[config.mk]
export PLATFORM = sky130hd
export DESIGN_NAME = mbd_queue
export DESIGN_NICKNAME = d
export VERILOG_FILES = /design/src/rtl/core/mbd_pkg.sv /design/src/rtl/core/mbd_queue.sv
export SDC_FILE = /design/constraint.sdc
export NUM_CORES = 1
export LEC_CHECK = 0
export BUFFER_PORTS_ARGS = -buffer_cell sky130_fd_sc_hd__buf_4
export CAP_MARGIN = 0
export CORE_MARGIN = 5
export CORE_UTILIZATION = 40
export DETAILED_ROUTE_END_ITERATION = 12
export PLACE_DENSITY = 0.64
export SLEW_MARGIN = 20
export SYNTH_ARGS = -nofsm -noshare
export SYNTH_HDL_FRONTEND = slang
export SYNTH_SLANG_ARGS = --single-unit
export TNS_END_PERCENT = 10
[constraint.sdc]
create_clock -name clock -period 2.68 [get_ports clock]
set_clock_uncertainty 0.05 [all_clocks]
set_input_delay 0.402 -clock clock [delete_from_list [all_inputs] [get_ports clock]]
set_output_delay 0.402 -clock clock [all_outputs]
set_load 0.01 [all_outputs]
[src/rtl/core/mbd_pkg.sv]
package mbd_pkg;

   localparam int MAX_WIDTH    = 4096;
   localparam int HEIGHT_LIMIT = 4096;
   localparam int LINE_DEPTH   = MAX_WIDTH / 2;

   localparam int CH_W    = 8;
   localparam int TEXEL_W = 4 * CH_W;
   localparam int PSUM_W  = CH_W + 1;
   localparam int SUM_W   = 4 * PSUM_W;

   localparam int CFG_W     = 13;
   localparam int CSR_IDX_W = 2;

   localparam int WIDTH_W = $clog2(MAX_WIDTH + 1);
   localparam int COL_W   = (MAX_WIDTH > 2) ? $clog2(MAX_WIDTH) : 1;
   localparam int HGT_W   = $clog2(HEIGHT_LIMIT + 1);
   localparam int ROW_W   = $clog2(HEIGHT_LIMIT);
   localparam int EXT_W   = (CFG_W > WIDTH_W) ? CFG_W : WIDTH_W;
   localparam int EXTH_W  = (CFG_W > HGT_W) ? CFG_W : HGT_W;
   localparam int DIM_W   = (WIDTH_W > HGT_W) ? WIDTH_W : HGT_W;
   localparam int ADDR_W  = (LINE_DEPTH > 1) ? $clog2(LINE_DEPTH) : 1;

   localparam int QUEUE_DEPTH = 4;
   localparam int QPTR_W      = $clog2(QUEUE_DEPTH);

   localparam logic [CFG_W-1:0] WIDTH_RESET  = CFG_W'(256);
   localparam logic [CFG_W-1:0] HEIGHT_RESET = CFG_W'(256);

   localparam logic [CSR_IDX_W-1:0] REG_IN_WIDTH        = 2'd0;
   localparam logic [CSR_IDX_W-1:0] REG_IN_HEIGHT       = 2'd1;
   localparam logic [CSR_IDX_W-1:0] REG_PRESERVE_BORDER = 2'd2;

   typedef logic [1:0] kind_type;
   localparam kind_type KIND_WRITE  = 2'd0;
   localparam kind_type KIND_READ   = 2'd1;
   localparam kind_type KIND_DIRECT = 2'd2;

   typedef struct packed {
      kind_type            kind;
      logic [ADDR_W-1:0]   addr;
      logic [SUM_W-1:0]    data;
      logic                last;
      logic                err;
   } cmd_type;

endpackage

[src/rtl/core/mbd_queue.sv]
module mbd_queue (
   input  logic             clock,
   input  logic             reset,
   input  logic             push,
   input  mbd_pkg::cmd_type push_cmd,
   input  logic             pop,
   output logic             full,
   output logic             not_empty,
   output mbd_pkg::cmd_type head
);

   mbd_pkg::cmd_type            ent_ff [mbd_pkg::QUEUE_DEPTH];
   logic [mbd_pkg::QPTR_W-1:0]  wr_ptr_ff, wr_ptr_in, rd_ptr_ff, rd_ptr_in;
   logic [mbd_pkg::QPTR_W:0]    count_ff, count_in;

   assign full      = (count_ff == (mbd_pkg::QPTR_W+1)'(mbd_pkg::QUEUE_DEPTH));
   assign not_empty = (count_ff != '0);
   assign head      = ent_ff[rd_ptr_ff];

   always_comb begin
      wr_ptr_in = wr_ptr_ff;
      rd_ptr_in = rd_ptr_ff;
      count_in  = count_ff;
      if (push) begin
         wr_ptr_in = (wr_ptr_ff == mbd_pkg::QPTR_W'(mbd_pkg::QUEUE_DEPTH - 1)) ?
                     '0 : wr_ptr_ff + mbd_pkg::QPTR_W'(1);
      end
      if (pop) begin
         rd_ptr_in = (rd_ptr_ff == mbd_pkg::QPTR_W'(mbd_pkg::QUEUE_DEPTH - 1)) ?
                     '0 : rd_ptr_ff + mbd_pkg::QPTR_W'(1);
      end
      if (push && !pop) begin
         count_in = count_ff + (mbd_pkg::QPTR_W+1)'(1);
      end else if (pop && !push) begin
         count_in = count_ff - (mbd_pkg::QPTR_W+1)'(1);
      end
   end

   always_ff @(posedge clock) begin
      if (reset) begin
         wr_ptr_ff <= '0;
         rd_ptr_ff <= '0;
         count_ff  <= '0;
      end else begin
         wr_ptr_ff <= wr_ptr_in;
         rd_ptr_ff <= rd_ptr_in;
         count_ff  <= count_in;
      end
   end

   always_ff @(posedge clock) begin
      if (push) begin
         ent_ff[wr_ptr_ff] <= push_cmd;
      end
   end

endmodule

* Yosys cells after proc, flatten, opt, wreduce, memory -nomap -nowiden
Memory sizes are Yosys's and may differ from the RTL's. A register that Yosys moved wholly into a read port is not among the register bits. Cells that the tools add are included.
Cells by class: muxes and demuxes 8, reductions and logical operators 6, equal/unequal tests 3, $add $sub $neg 4
Operators by type and width (number):
- 2-bit two-way mux | 4
- 3-bit two-way mux | 2
- 2-bit by 1-bit adder with 2-bit output, second input constant | 2
- 2-bit equality test, second input constant | 2
- 3-bit by 1-bit adder with 3-bit output, second input constant | 1
- 3-bit equality test, second input constant | 1
- 3-bit nonzero test | 1
- 3-bit by 1-bit subtractor with 3-bit output, second input constant | 1
- 1-bit logical AND | 2
- 1-bit logical NOT | 2
- 1-bit two-way mux | 2
- 2-bit nonzero test | 1
Storage, ports and cells: memories 1, output and inout port bits 53, bits in writable memories 204, input port bits 55, register bits 7
Memories:
- ent_ff | words 4, width 51, rd ports 1, clocked after Yosys merged registers in 1, wr ports 1, RTL line mbd_queue.sv:12 | mbd_pkg::cmd_type ent_ff [mbd_pkg::QUEUE_DEPTH];

* Depth between registers and ports, before layout
depth after elaboration 4, gate-level depth with buffers 7, gate-level depth less buffers 7

* Worst setup path before layout
No wires, ideal clock.
kind reg2reg, from register wr_ptr_ff[0] in the netlist's numbering, to memory ent_ff[3][0] in the netlist's numbering, enable pin, path slack 0.452 ns, setup time 0.414 ns, cell stages (with the launch flop) 3, arrival 1.764 ns, data required time 2.216 ns, period minus slack after synthesis 2.228 ns, buffers on the path 0, cells stage by stage dfxtp_1 -> ha_1 -> and2_1
RTL lines:
- from (decl) | RTL line mbd_queue.sv:13 | logic [mbd_pkg::QPTR_W-1:0] wr_ptr_ff, wr_ptr_in, rd_ptr_ff, rd_ptr_in;
- from (signal assigned) | RTL line mbd_queue.sv:45 | wr_ptr_ff <= wr_ptr_in;
- to (decl) | RTL line mbd_queue.sv:12
No word-level cell before the write port.

==> summary.txt <==
Final Max Slew Viols: 0
Tot Pwr: 0.00751 W
met3 Use GR: 3.70%
global-route wire length before repair: 22.3 mm
Final Hold Viols: 0
gpl congestion: 0.676
Slew HR: 75.8%
Starting Density: 40.5%
Via density: 4.97
Slew @ Worst Pin: 0.363 ns
Synth Area per Inst: 25.3 um^2
fin crit period: 2.48 ns
post-route antenna net violation count: 0
PwrDens: 773 nW/um^2
Clk Latency, worst-skew pair: 0.49 ns
register clock-pin slew on the reported worst setup and hold paths: 0.06 ns
# diodes: 0
Netlist cell types: 19
critical path class: reg -> out
commonest non-fill, non-tap cell in the layout: edfxtp_1
TritonCTS clock tree: done
Synthesized Nets: 373
clk sinks: 213
Post-layout nets: 500
area leader, netlist: edfxtp_1
commonest cells after routing, fill and taps aside: edfxtp_1 (204), buf_4 (107), mux4_2 (50)
drt initial violations: 133
Die Y: 150 um
global routing usage on met1: 16.0%
vias in the first global route: 3,992
Die W: 150 um
pin count of the biggest net entering global routing: 52
Clock Path Buffers: 3
Ys Warns: 0
Core Util, Final: 50.0%
antenna violations before repair: 0
number of H-tree levels: 1
Worst setup SP type: register
worst endpoint required time: 2.23 ns
Area growth, synth to finish: 23.5%
via count: 3,568
post-DP HPWL: 8.39 mm
Seq/Total Area, Yosys: 80.2%
Final Cycle Share: 92.7%
CP Max Fanout: 24
setup violators final: 0
Achievable Freq: 403 MHz
I/O pins: 108
HP Class: in -> reg
layout cell share with drive strength beyond 1: 44.4%
Clock Root Buffer: clkbuf_16
CTS resizes: 0
critical path arrival: 2.03 ns
Synth Instances: 311
port buffer count: 107
RSZ-0062 raised after global routing: false
First-pass DRT Iterations: 4
Hold-fix buffers, CTS: 0
row count: 51
status: finished clean
area share of the largest cell type after synthesis: 77.9%
GRT Residual Overflow: 0
Synth Cell Area: 7860 um^2
max_cap viols: 0
final hold slack: 0.0609 ns
DR WL/cell: 20.0 um
core area: 19,400 um^2
Lkg Pwr: 3.29 nW
critical path capture point type: primary output
gr usage total: 13.0%
synth top area cells: edfxtp_1 (78%), mux4_2 (14%), dfxtp_1 (2.3%), buf_12 (1.3%), ha_1 (0.96%)
Max rail drop VDD: 504 uV
hold path startpoint: push_cmd[46]
total negative setup slack: 0 ns
final WL: 14.4 mm
GR peak layer: met2
CTS buffer count: 23
drt drc: 0
met2 GRT Util: 22.8%
Synth Register Bits: 213
worst r2r src: wr_ptr_ff[0]
Post-CTS Setup Bufs: 0
full die area: 22,600 um^2
[synth_stat cells (all sizes together)]
cell type  number
or3             2
and2            4
nor3b           2
xor2            2
fa              1
a21oi           2
o21ai           1
mux2i           4
ha              6
dfxtp           9
inv             4
mux4           51
nor2            7
buf            12
edfxtp        204
[area by class of cell]
cell class,instances,area (um^2)
clock buffers,29,598
well taps,265,332
repair buffers,114,943
fillers,1617,9690
clock inverters,11,104
inverters,4,15.0
multi-input cells,82,1400
flip-flops and latches,213,6310
[power breakdown]
group / total, W / switching (W) / leakage (nW) / internal [W]
Sequential: 0.00386 / 0.0000486 / 1.95 / 0.00381
Clock: 0.00293 / 0.00116 / 0.343 / 0.00176
Combinational: 0.000719 / 0.000342 / 0.997 / 0.000377
[per-layer routing]
layer	wire length, um	share of wire, %	vias up
met1	5670	39	1878
li1	-	-	1569
met4	325	2.3	0
met2	7460	52	92
met5	0	0	-
met3	934	6.5	29
[worst max-delay path: stages, from the launching register on]
cell,delay (ns)
dfxtp_4,0.52
buf_12,0.28
mux4_2,0.55
buf_4,0.16
[path summary, 6_finish.rpt]
path,to,slack (ns),cells after the start
worst min register to register,count_ff[2],0.48,2
worst max-delay path,head[45],0.20,3
worst min-delay path,ent_ff[1][46],0.06,1
worst max register to register,ent_ff[3][31],0.98,3
[kinds of logic after synthesis]
logic type	Yosys count	synth area share (%)
AOI/OAI and AO/OA	3	0.191
buffers and inverters	16	1.97
DFF	213	80.2
and+or+nand+nor	15	1.00
adders and majority gates	7	1.21
muxes	55	15.2
xor gates and xnor gates	2	0.223
[state kept, by name, summed over array words and instances (netlist names), named ones only]
| name | count |
|---|---|
| rd_ptr_ff | 2 |
| wr_ptr_ff | 2 |
| count_ff | 3 |
| ent_ff | 204 |
[stage by stage]
step                cells  setup WS (ns)  area [um^2]
detailed placement    678          0.659         9000
CTS                   718          0.121         9710
global route          718         0.0632         9710
finish                718          0.197         9710
floorplan             311          0.452         7860
global placement      678          0.666         9000
No activity file was read; power rests on OpenSTA's default activity.
