==> src/rtl/core/mbd_pkg.sv <==
package mbd_pkg;

   localparam int MAX_WIDTH    = 4096;
   localparam int HEIGHT_LIMIT = 4096;
   localparam int LINE_DEPTH   = MAX_WIDTH / 2;

   localparam int CH_W    = 8;
   localparam int TEXEL_W = 4 * CH_W;
   localparam int PSUM_W  = CH_W + 1;
   localparam int SUM_W   = 4 * PSUM_W;

   localparam int CFG_W     = 13;
   localparam int CSR_IDX_W = 2;

   localparam int WIDTH_W = $clog2(MAX_WIDTH + 1);
   localparam int COL_W   = (MAX_WIDTH > 2) ? $clog2(MAX_WIDTH) : 1;
   localparam int HGT_W   = $clog2(HEIGHT_LIMIT + 1);
   localparam int ROW_W   = $clog2(HEIGHT_LIMIT);
   localparam int EXT_W   = (CFG_W > WIDTH_W) ? CFG_W : WIDTH_W;
   localparam int EXTH_W  = (CFG_W > HGT_W) ? CFG_W : HGT_W;
   localparam int DIM_W   = (WIDTH_W > HGT_W) ? WIDTH_W : HGT_W;
   localparam int ADDR_W  = (LINE_DEPTH > 1) ? $clog2(LINE_DEPTH) : 1;

   localparam int QUEUE_DEPTH = 4;
   localparam int QPTR_W      = $clog2(QUEUE_DEPTH);

   localparam logic [CFG_W-1:0] WIDTH_RESET  = CFG_W'(256);
   localparam logic [CFG_W-1:0] HEIGHT_RESET = CFG_W'(256);

   localparam logic [CSR_IDX_W-1:0] REG_IN_WIDTH        = 2'd0;
   localparam logic [CSR_IDX_W-1:0] REG_IN_HEIGHT       = 2'd1;
   localparam logic [CSR_IDX_W-1:0] REG_PRESERVE_BORDER = 2'd2;

   typedef logic [1:0] kind_type;
   localparam kind_type KIND_WRITE  = 2'd0;
   localparam kind_type KIND_READ   = 2'd1;
   localparam kind_type KIND_DIRECT = 2'd2;

   typedef struct packed {
      kind_type            kind;
      logic [ADDR_W-1:0]   addr;
      logic [SUM_W-1:0]    data;
      logic                last;
      logic                err;
   } cmd_type;

endpackage

==> src/rtl/core/mbd_front.sv <==
module mbd_front (
   input  logic                             clock,
   input  logic                             reset,
   input  logic                             csr_fire,
   input  logic [mbd_pkg::CSR_IDX_W-1:0]    csr_index,
   input  logic [mbd_pkg::CFG_W-1:0]        csr_data,
   input  logic                             req_fire,
   input  logic [mbd_pkg::TEXEL_W-1:0]      texel,
   output logic                             push,
   output mbd_pkg::cmd_type                 cmd
);

   logic [mbd_pkg::CFG_W-1:0]   width_ff, width_in, height_ff, height_in;
   logic                        border_en_ff, border_en_in;
   logic [mbd_pkg::COL_W-1:0]   col_ff, col_in;
   logic [mbd_pkg::ROW_W-1:0]   row_ff, row_in;
   logic [mbd_pkg::TEXEL_W-1:0] held_ff, held_in, border_ff, border_in;

   logic [mbd_pkg::WIDTH_W-1:0] eff_w, ow;
   logic [mbd_pkg::HGT_W-1:0]   eff_h, oh;
   logic [mbd_pkg::DIM_W-1:0]   n_pairs, pos_half;
   logic [mbd_pkg::COL_W-1:0]   ox;
   logic [mbd_pkg::ROW_W-1:0]   oy;
   logic                        one_by_one, line_1d, row_mode, pos_odd;
   logic                        in_range, in_line, ring;
   logic [mbd_pkg::SUM_W-1:0]   pair_sum;
   logic [mbd_pkg::TEXEL_W-1:0] avg_1d;

   // effective sizes
   always_comb begin
      if (width_ff == '0) begin
         eff_w = mbd_pkg::WIDTH_W'(1);
      end else if (mbd_pkg::EXT_W'(width_ff) > mbd_pkg::EXT_W'(mbd_pkg::MAX_WIDTH)) begin
         eff_w = mbd_pkg::WIDTH_W'(mbd_pkg::MAX_WIDTH);
      end else begin
         eff_w = mbd_pkg::WIDTH_W'(width_ff);
      end
      if (height_ff == '0) begin
         eff_h = mbd_pkg::HGT_W'(1);
      end else if (mbd_pkg::EXTH_W'(height_ff) > mbd_pkg::EXTH_W'(mbd_pkg::HEIGHT_LIMIT)) begin
         eff_h = mbd_pkg::HGT_W'(mbd_pkg::HEIGHT_LIMIT);
      end else begin
         eff_h = mbd_pkg::HGT_W'(height_ff);
      end
   end

   assign ow         = eff_w >> 1;
   assign oh         = eff_h >> 1;
   assign one_by_one = (eff_w == mbd_pkg::WIDTH_W'(1)) && (eff_h == mbd_pkg::HGT_W'(1));
   assign row_mode   = (eff_h == mbd_pkg::HGT_W'(1));
   assign line_1d    = (eff_w == mbd_pkg::WIDTH_W'(1)) || row_mode;

   // 1d position along the long axis
   always_comb begin
      if (row_mode) begin
         n_pairs  = mbd_pkg::DIM_W'(eff_w) >> 1;
         pos_half = mbd_pkg::DIM_W'(col_ff) >> 1;
         pos_odd  = col_ff[0];
      end else begin
         n_pairs  = mbd_pkg::DIM_W'(eff_h) >> 1;
         pos_half = mbd_pkg::DIM_W'(row_ff) >> 1;
         pos_odd  = row_ff[0];
      end
   end

   assign ox       = col_ff >> 1;
   assign oy       = row_ff >> 1;
   assign in_range = (mbd_pkg::WIDTH_W'(col_ff) + mbd_pkg::WIDTH_W'(0) < ow + ow)
                  && (mbd_pkg::HGT_W'(row_ff) < oh + oh);
   assign in_line  = mbd_pkg::WIDTH_W'(ox) < mbd_pkg::WIDTH_W'(mbd_pkg::LINE_DEPTH);
   assign ring     = (ox == '0) || (oy == '0)
                  || (mbd_pkg::WIDTH_W'(ox) == ow - mbd_pkg::WIDTH_W'(1))
                  || (mbd_pkg::HGT_W'(oy) == oh - mbd_pkg::HGT_W'(1));

   // per channel pair sums and 1d means
   always_comb begin
      logic [mbd_pkg::PSUM_W-1:0] s;
      for (int k = 0; k < 4; k++) begin
         s = mbd_pkg::PSUM_W'(held_ff[k*mbd_pkg::CH_W +: mbd_pkg::CH_W])
           + mbd_pkg::PSUM_W'(texel[k*mbd_pkg::CH_W +: mbd_pkg::CH_W]);
         pair_sum[k*mbd_pkg::PSUM_W +: mbd_pkg::PSUM_W] = s;
         avg_1d[k*mbd_pkg::CH_W +: mbd_pkg::CH_W]       = s[mbd_pkg::PSUM_W-1:1];
      end
   end

   // classify
   always_comb begin
      push      = 1'b0;
      cmd.kind  = mbd_pkg::KIND_DIRECT;
      cmd.addr  = ox[mbd_pkg::ADDR_W-1:0];
      cmd.data  = pair_sum;
      cmd.last  = 1'b0;
      cmd.err   = 1'b0;
      held_in   = held_ff;
      border_in = border_ff;
      if (req_fire) begin
         if (one_by_one) begin
            push     = 1'b1;
            cmd.data = '0;
            cmd.last = 1'b1;
            cmd.err  = 1'b1;
         end else begin
            if (col_ff == '0 && row_ff == '0) begin
               border_in = texel;
            end
            if (line_1d) begin
               if (!pos_odd) begin
                  held_in = texel;
               end else if (pos_half < n_pairs) begin
                  push     = 1'b1;
                  cmd.data = mbd_pkg::SUM_W'(border_en_ff ? border_ff : avg_1d);
                  cmd.last = (pos_half == n_pairs - mbd_pkg::DIM_W'(1));
               end
            end else if (in_range) begin
               if (!col_ff[0]) begin
                  held_in = texel;
               end else if (in_line) begin
                  push     = 1'b1;
                  cmd.last = (mbd_pkg::WIDTH_W'(ox) == ow - mbd_pkg::WIDTH_W'(1))
                          && (mbd_pkg::HGT_W'(oy) == oh - mbd_pkg::HGT_W'(1));
                  if (!row_ff[0]) begin
                     cmd.kind = mbd_pkg::KIND_WRITE;
                  end else if (border_en_ff && ring) begin
                     cmd.data = mbd_pkg::SUM_W'(border_ff);
                  end else begin
                     cmd.kind = mbd_pkg::KIND_READ;
                  end
               end
            end
         end
      end
   end

   // counters and config
   always_comb begin
      width_in     = width_ff;
      height_in    = height_ff;
      border_en_in = border_en_ff;
      col_in       = col_ff;
      row_in       = row_ff;
      if (csr_fire) begin
         unique case (csr_index)
            mbd_pkg::REG_IN_WIDTH: begin
               width_in = csr_data;
               col_in   = '0;
               row_in   = '0;
            end
            mbd_pkg::REG_IN_HEIGHT: begin
               height_in = csr_data;
               col_in    = '0;
               row_in    = '0;
            end
            mbd_pkg::REG_PRESERVE_BORDER: begin
               border_en_in = csr_data[0];
               col_in       = '0;
               row_in       = '0;
            end
            default: begin
            end
         endcase
      end else if (req_fire && !one_by_one) begin
         if (mbd_pkg::WIDTH_W'(col_ff) + mbd_pkg::WIDTH_W'(1) >= eff_w) begin
            col_in = '0;
            if (mbd_pkg::HGT_W'(row_ff) + mbd_pkg::HGT_W'(1) >= eff_h) begin
               row_in = '0;
            end else begin
               row_in = row_ff + mbd_pkg::ROW_W'(1);
            end
         end else begin
            col_in = col_ff + mbd_pkg::COL_W'(1);
         end
      end
   end

   always_ff @(posedge clock) begin
      if (reset) begin
         width_ff     <= mbd_pkg::WIDTH_RESET;
         height_ff    <= mbd_pkg::HEIGHT_RESET;
         border_en_ff <= 1'b0;
         col_ff       <= '0;
         row_ff       <= '0;
         held_ff      <= '0;
         border_ff    <= '0;
      end else begin
         width_ff     <= width_in;
         height_ff    <= height_in;
         border_en_ff <= border_en_in;
         col_ff       <= col_in;
         row_ff       <= row_in;
         held_ff      <= held_in;
         border_ff    <= border_in;
      end
   end

endmodule

==> config.mk <==
export PLATFORM = sky130hd
export DESIGN_NAME = mbd_front
export DESIGN_NICKNAME = d
export VERILOG_FILES = /design/src/rtl/core/mbd_pkg.sv /design/src/rtl/core/mbd_front.sv
export SDC_FILE = /design/constraint.sdc
export NUM_CORES = 1
export LEC_CHECK = 0
export BUFFER_PORTS_ARGS = -buffer_cell sky130_fd_sc_hd__buf_2
export CELL_PAD_IN_SITES_DETAIL_PLACEMENT = 1
export CELL_PAD_IN_SITES_GLOBAL_PLACEMENT = 1
export CORE_UTILIZATION = 49
export CTS_BUF_LIST = sky130_fd_sc_hd__clkbuf_4
export DETAILED_ROUTE_END_ITERATION = 16
export GPL_TIMING_DRIVEN = 0
export PLACE_DENSITY_LB_ADDON = 0.1
export SLEW_MARGIN = 20
export SYNTH_ARGS = -nofsm -noshare
export SYNTH_HDL_FRONTEND = slang
export SYNTH_SLANG_ARGS = --single-unit
==> constraint.sdc <==
create_clock -name clock -period 7.9 [get_ports clock]
set_clock_uncertainty 0.05 [all_clocks]
set_input_delay 0.395 -clock clock [delete_from_list [all_inputs] [get_ports clock]]
set_output_delay 0.395 -clock clock [all_outputs]
set_load 0.02 [all_outputs]
# Yosys cells after proc, flatten, opt, wreduce, memory -nomap -nowiden
# Index checks and enable logic that the tools add are counted.
# totals
inputBits,51
output_inout_bits,52
register_bits,115
# op_classes
muxes,47
bitwise,1
order_cmp,8
n_eq_ne,10
add_sub_neg,13
reduce_logical,29
# op_table
cell,n
$mux 37,7
$mux 32,5
$mux 12,9
$mux 36,2
$mux 13,4
$logic_not 12->1,4
$eq 11x13->1,3
$sub 12x1->13 const B,3
$mux 38,1
$add 8x8->9,4
$add 12x1->13 const B,2
$add 12x12->13,2
$eq 13x1->1 const B,2
$ge 13x13->1,2
$gt 13x13->1 const B,2
$logic_not 13->1,2
$lt 12x13->1,2
$add 12x1->12 const B,2
$mux 2,8
$lt 11x12->1,1
$lt 11x12->1 const B,1
$mux 11,1
$mux 1,10
$reduce_and 2->1,4
13 further kinds,25

# Longest topological paths before layout
# Gate-level depths: netlist of run 1.
# logic_depth
ltp_word,16
depth_mapped,18
mapped_depth_nobuf,15

# Worst setup path before layout of run 1
# Ideal clock, no wire load.
# synth_timing
kind,flip-flop to output port
startpoint,register height_ff[10] in the netlist's numbering
endpoint,output cmd[34] in the netlist's numbering
path_stages_with_launch,15
n_path_buf,3
arrival_time_ps,4456
slack_ps,2999
path_cell_list,dfxtp_1 -> clkbuf_1 -> nor4_1 -> and4_1 -> buf_2 -> buf_1 -> mux2i_1 -> inv_1 -> ha_1 -> o41ai_1 -> a211oi_1 -> o311ai_2 -> o21ai_0 -> a2111oi_0 -> nor3_1
# synth_rtl
item,line_no,source
start: declaration,mbd_front.sv:13,"logic [mbd_pkg::CFG_W-1:0] width_ff, width_in, height_ff, height_in;"
start signal: assignment,mbd_front.sv:178,height_ff <= mbd_pkg::HEIGHT_RESET;
start signal: assignment,mbd_front.sv:186,height_ff <= height_in;
end: declaration,mbd_front.sv:10,output mbd_pkg::cmd_type cmd

==> results of run 1 <==
-- per-layer routing --
layer	GRT usage	vias to the layer above	share of wire
met5	0	-	0
met2	0.661	514	0.49
met4	0.205	0	0.053
met3	0.0547	159	0.057
met1	0.436	5748	0.40
li1	-	5460	-
-- worst paths after layout --
kind / startpoint / to / slack, ns / cells past startpoint
min: texel[28] / border_ff[28]$_SDFFE_PP0P_ / 0.006 / 3
max reg2reg: width_ff[12]$_SDFFE_PP0P_ / held_ff[2]$_SDFFE_PP0P_ / 2.70 / 16
max: height_ff[10]$_SDFFE_PP0P_ / cmd[37] / 0.46 / 15
min reg2reg: border_ff[15]$_SDFFE_PP0P_ / border_ff[15]$_SDFFE_PP0P_ / 0.41 / 2
-- metrics by stage --
step	power (mW)	hold WS, ns	utilization	setup slack (ns)	instance area (µm²)
2_1_floorplan	1.13	0.382	-	3.00	10600
3_3_place_gp	1.33	0.391	0.543	1.24	11500
3_5_place_dp	1.36	0.395	0.543	1.35	11500
4_1_cts	1.88	0.000704	0.563	0.709	11900
5_1_grt	1.98	0.00123	0.565	0.233	12000
6_report	1.90	0.00577	0.565	0.458	12000
-- timing repair --
item	CTS	global route
hold buffers	11	3
endpoints found under the hold margin	13	4
setup buffers	0	0
-- registers in the layout, indices dropped and copies added, names as in the netlist --
| register | flops |
|---|---|
| held_ff | 32 |
| width_ff | 13 |
| row_ff | 12 |
| border_en_ff | 1 |
| border_ff | 32 |
| col_ff | 12 |
| height_ff | 13 |
-- critical path, stage by stage, from the launching register on --
cell,delay [ns]
dfxtp_1,0.31
clkbuf_1,0.18
nor4_1,0.65
and4_1,0.40
buf_2,0.28
buf_1,0.48
mux2i_1,0.48
inv_1,0.11
ha_1,0.23
o41ai_1,0.60
a211oi_1,0.22
o311ai_2,0.80
o21ai_0,0.34
a2111oi_1,0.88
nor3_1,0.22
buf_2,0.22
-- layout by cell type (no fill, tap or decap), types with 9 or more instances in the layout --
cell type      netlist  layout
a211oi_1            15      14
a21o_1              20      20
a21oi_1            124     124
a221o_1             19      19
a31o_1              18      18
a31o_2               9       9
a31oi_1             30      30
and3_1              34      34
buf_2               10     111
buf_4               11      11
clkbuf_1            79      79
clkbuf_4             0      19
dfxtp_1            115     115
dlygate4sd3_1        0      14
ha_1                98      98
inv_1               51      51
mux2i_1             54      54
nand2_1            226     226
nand2b_1            15      15
nand3_1             35      35
nand4_1             13      13
nor2_1             107     107
nor2b_1             14      14
nor3_1              48      48
nor4_1              11      10
o211ai_1            13      13
o21a_1              17      17
o21ai_0             39      39
o22ai_1             10      10
xnor2_1             37      37
xor2_1              42      42
-- cells by family (layout without fill, tap and decap cells) --
group                      Yosys count  in the layout
adders and majority gates          102            102
xor gates and xnor gates            79             79
DFF                                115            115
other                                0              1
muxes                               57             57
buffers and inverters              160            307
and+or+nand+nor                    549            549
AOI/OAI and AO/OA                  375            375
-- layout make-up --
cell class              count  share of cell area
multi-input cells        1162               0.643
flip-flops and latches    115               0.193
repair buffers            115              0.0540
plain buffers             107              0.0381
well taps                 275              0.0288
inverters                  53              0.0166
clock inverters            13              0.0145
clock buffers              19              0.0119
diodes                      1            0.000209
-- power by group through the flow --
stage	clock, mW	sequential [mW]	combinational [mW]
global route	0.546	0.655	0.778
finish	0.521	0.651	0.725
global placement	0	0.660	0.674
CTS	0.523	0.649	0.709
floorplan	0	0.649	0.486
detailed placement	0	0.662	0.695
==> results.ini, run 1 <==
[clock_tree]
cts_tree = done
clock_latency_ns = 0.60
cts_root_buffer = clkbuf_4
cts_buffer_depth = 2
path_clk_slew_ns = 0.13
post_cts_resized = 0
numClockSinks = 115
cts_buffers = 17
ctsHtreeMaxLevel = 4

[power]
power_density_nw_per_um2 = 159
p_switching_uw = 783
ir_worst_vdd_mv = 0.111
combPwrFrac = 0.382
pwr-share-seq = 0.343
p_sw_frac = 0.413
p_int_mw = 1.11
p_leak_nw = 5.27
clockPowerShare = 0.275

[finish]
nFillCells = 2774
final_nets = 1724
syn2layout_area_growth_pct = 12.4
drive_gt1_frac = 0.117
instances_no_fill = 1860
multi_input_area_um2 = 7690
seqCellArea_um2 = 2300

[sta]
period_needed_ns = 7.44
hold_viol_final = 0
rsz0062_at_grt = no
drv_slew = 0
fin_crit_sh = 0.942
setup_violations = 0
relSlewSlack = 0.365
tightest_slew_ns = 0.950
timing.fmax_ghz = 0.134
fin_setup_tns_ns = 0

[routing]
viasPerCell = 6.39
drc = 0
drt_iter0_markers = 894
vias = 11900
drtPass1Iterations = 5
wirelength_um = 41300
routedWlPerCell_um = 22.2
ant_nets = 0

[placement]
hpwl_um = 31500
gp_congestion = 0.960
port-buffer-count = 101
placedCellCount = 1813

[synthesis]
yosysTopAreaCell = dfxtp_1
yosysUniqueCellTypes = 74
syn-cell-area_um2 = 10600
synth-adder-area-share = 0.123
synth_top_family_by_area = simple AND/OR/NAND/NOR gates
ys_seq_area_frac = 0.216
netlist.area_leader.share = 0.216
yosys_warnings = 0
ys_top_cells_by_area = dfxtp_1 (22%), ha_1 (12%), nand2_1 (8.0%)
synth_nets = 1590
syn_inst = 1437
ys_top_cells_by_count = nand2_1 (226), a21oi_1 (124), dfxtp_1 (115), nor2_1 (107), ha_1 (98)
synth-xor-area-share = 0.0651
async_flop_share = 0
synth_edf_count = 0
ys.flop_type = dfxtp_1
synth_compound_area_frac = 0.238
ys_ff_latch = 115
yosysMostFrequentCell = nand2_1
avgSynthCellArea_um2 = 7.40
synthMuxAreaShare = 0.0540
synth-simple-area-share = 0.242

[setup_path]
critPathKind = register to primary output
critical_path_peak_fanout = 10
arrival_ns = 7.00
worstPathRequired_ns = 7.46
critPathCaptureType = primary output
critPathLaunchType = register

[run]
maxCapViolCount = 0

[global_route]
antenna_found_initial = 1
track_usage = 0.375
grt_start_max_net_pins = 17
overflow = 0
grt_pass1_wl_um = 64800
grt_pass1_vias = 12100

[die]
coreArea_um2 = 21200
initial_core_util = 0.503
die_y_um = 149
die_w_um = 149
io_pins = 103
die_area_um2 = 22300
row_count = 53

[outcome]
status = complete, no violations

[min_path]
hold_class = primary input to register

Power figures use the tool's default switching activity.
==> run 2, diff against run 1 <==
Settings changed: CORE_UTILIZATION 49 to 42.
==> run 2 against run 1 <==
  * Final cell count up 3.1%
  * Combinational power fell by 0.8%
  * Count of clock-buffer cells in the layout rose by 1
==> results.ini, run 2 (synthesis results as in run 1) <==
[placement]
gp_congestion = 0.928  ; -3.3%
place_ws_ns = 1.32  ; -0.0327 ns
port-buffer-count = 101  ; unchanged
hpwl_um = 32000  ; +1.5%
placed_cell_area_um2 = 11500  ; +0.53%

[global_route]
overflow = 0  ; unchanged
antenna_found_initial = 1  ; unchanged
grt_pass1_wl_um = 63800  ; -1.4%
grt_pass1_vias = 11800  ; -2.8%
track_usage = 0.317  ; -0.0581
grt_start_max_net_pins = 17  ; unchanged

[power]
p_int_mw = 1.11  ; about the same
p_sw_frac = 0.409  ; -0.00412
clockPowerShare = 0.274  ; about the same
combPwrFrac = 0.381  ; about the same
p_switching_uw = 770  ; -1.6%
power_density_nw_per_um2 = 156  ; -1.7%
pwr-share-seq = 0.345  ; +0.002
p_leak_nw = 5.30  ; +0.58%
ir_worst_vdd_mv = 0.0845  ; -24%

[routing]
drtPass1Iterations = 7  ; +2
routedWlPerCell_um = 21.5  ; -3.2%
wirelength_um = 41200  ; -0.21%
drt_iter0_markers = 768  ; -14%
ant_nets = 0  ; unchanged
vias = 11500  ; -2.9%
drc = 0  ; unchanged
viasPerCell = 6.01  ; -5.9%

[finish]
biggestRegsByFlops = border_ff x32, held_ff x32
layout_common_cells = nand2_1 (226), a21oi_1 (124), dfxtp_1 (115)
final_nets = 1732  ; +0.46%
finish.utilization = 0.491  ; -0.0740
final_area_um2 = 12100  ; +1.1%
final_common_cell = nand2_1
syn2layout_area_growth_pct = 13.6
drive_gt1_frac = 0.116  ; -0.00122

[clock_tree]
ctsHtreeMaxLevel = 4  ; unchanged
path_clk_slew_ns = 0.16  ; +0.03 ns
numClockSinks = 115  ; unchanged
postCtsSetupBuffers = 0  ; unchanged
clock_latency_ns = 0.59  ; about the same
post_cts_resized = 0  ; unchanged
cts.hold.buffers_added = 21  ; +10
cts_tree = done
cts_buffer_depth = 2  ; unchanged
cts_root_buffer = clkbuf_4
cts_buffers = 17  ; unchanged

[setup_path]
critPathLaunchType = register
arrival_ns = 6.85  ; -0.15 ns
path_cells = clkbuf_1 -> nor4_1 -> and4_1 -> buf_2 -> buf_1 -> mux2i_1 -> inv_1 -> ha_1 -> o41ai_1 -> a211oi_1 -> o311ai_2 -> clkbuf_1 -> nand3_1 -> o32ai_1 -> buf_2
slowest_stage = o311ai_2
cpLargestDelayFamily = compound AO/OA/AOI/OAI gates
r2r_end = held_ff[4]$_SDFFE_PP0P_
reg2reg_depth = 16  ; unchanged
cp-endpoint = cmd[1]
worstPathRequired_ns = 7.46  ; about the same
path_buf_inv = 6  ; +1
critPathKind = register to primary output
critPathCaptureType = primary output
critical_path_peak_fanout = 10  ; unchanged
reg2reg_from = width_ff[12]$_SDFFE_PP0P_
crit_path_start = height_ff[10]$_SDFFE_PP0P_
rrSetupSlack_ns = 2.87  ; +0.17 ns
critPathMaxStageDelay_ns = 0.79  ; -0.09 ns
cp.depth = 15  ; unchanged

[die]
coreArea_um2 = 24600  ; +16%
die_y_um = 161  ; +7.9%
die_w_um = 161  ; +7.9%
die_area_um2 = 26000  ; +16%
initial_core_util = 0.432  ; -0.0705
row_count = 57  ; +7.5%
io_pins = 103  ; unchanged

[sta]
drv_slew = 0  ; unchanged
timing.fmax_ghz = 0.137  ; +2.0%
tightest_slew_ns = 1.09  ; +0.145 ns
fin_crit_sh = 0.924  ; -0.0185
timing.final.ws_setup_ns = 0.604  ; +0.146 ns
hold_slack_ns = 0.0102  ; +0.00447 ns
hold_viol_final = 0  ; unchanged
fin_setup_tns_ns = 0  ; unchanged
period_needed_ns = 7.30  ; -0.146 ns
relSlewSlack = 0.266  ; -0.0995
rsz0062_at_grt = no
setup_violations = 0  ; unchanged

[min_path]
hold_class = primary input to register

[run]
maxCapViolCount = 0  ; unchanged

[outcome]
status = complete, no violations

## run 2: per-layer routing
metal / GRT usage / vias up / part of all wire
li1: - / 5477 / -
met1: 0.371 / 5614 / 0.42
met2: 0.573 / 354 / 0.50
met3: 0.0470 / 86 / 0.049
met4: 0.134 / 0 / 0.036
met5: 0 / - / 0
## run 2: cell type report
type | count | area [µm²]
diodes | 2 | 5.00
plain buffers | 107 | 455
clock buffers | 20 | 150
clock inverters | 12 | 158
fillers | 3216 | 12500
inverters | 53 | 199
multi-input cells | 1162 | 7690
flip-flops and latches | 115 | 2300
well taps | 324 | 405
repair buffers | 123 | 726
## run 2: worst min-delay path by stage
stage / startpoint / endpoint / depth (start not counted)
2_1_floorplan: border_ff[15]$_SDFFE_PP0P_ / border_ff[15]$_SDFFE_PP0P_ / 2
3_3_place_gp: border_ff[15]$_SDFFE_PP0P_ / border_ff[15]$_SDFFE_PP0P_ / 2
3_5_place_dp: border_ff[15]$_SDFFE_PP0P_ / border_ff[15]$_SDFFE_PP0P_ / 2
4_1_cts: texel[22] / border_ff[22]$_SDFFE_PP0P_ / 3
5_1_grt: csr_data[12] / width_ff[12]$_SDFFE_PP0P_ / 3
6_report: texel[13] / held_ff[13]$_SDFFE_PP0P_ / 3
## run 2: tightest hold or removal path: cells and delay by family
| family | cells | cell delay, ns |
|---|---|---|
| buf+inv | 1 | 0.11 |
| mux | 1 | 0.07 |
| simple gates | 1 | 0.07 |
## run 2: metrics by stage
stage | power [mW] | cells
after floorplan | 1.13 | 1437
after global placement | 1.34 | 1862
after detailed placement | 1.36 | 1862
after CTS | 1.89 | 1915
after global routing | 1.98 | 1918
final | 1.88 | 1918
## run 2: power by group through the flow
| stage | combinational, mW | sequential (mW) | clock (mW) |
|---|---|---|---|
| CTS | 0.710 | 0.649 | 0.527 |
| floorplan | 0.486 | 0.649 | 0 |
| finish | 0.719 | 0.650 | 0.516 |
| detailed placement | 0.698 | 0.662 | 0 |
| global route | 0.774 | 0.654 | 0.548 |
| global placement | 0.682 | 0.661 | 0 |
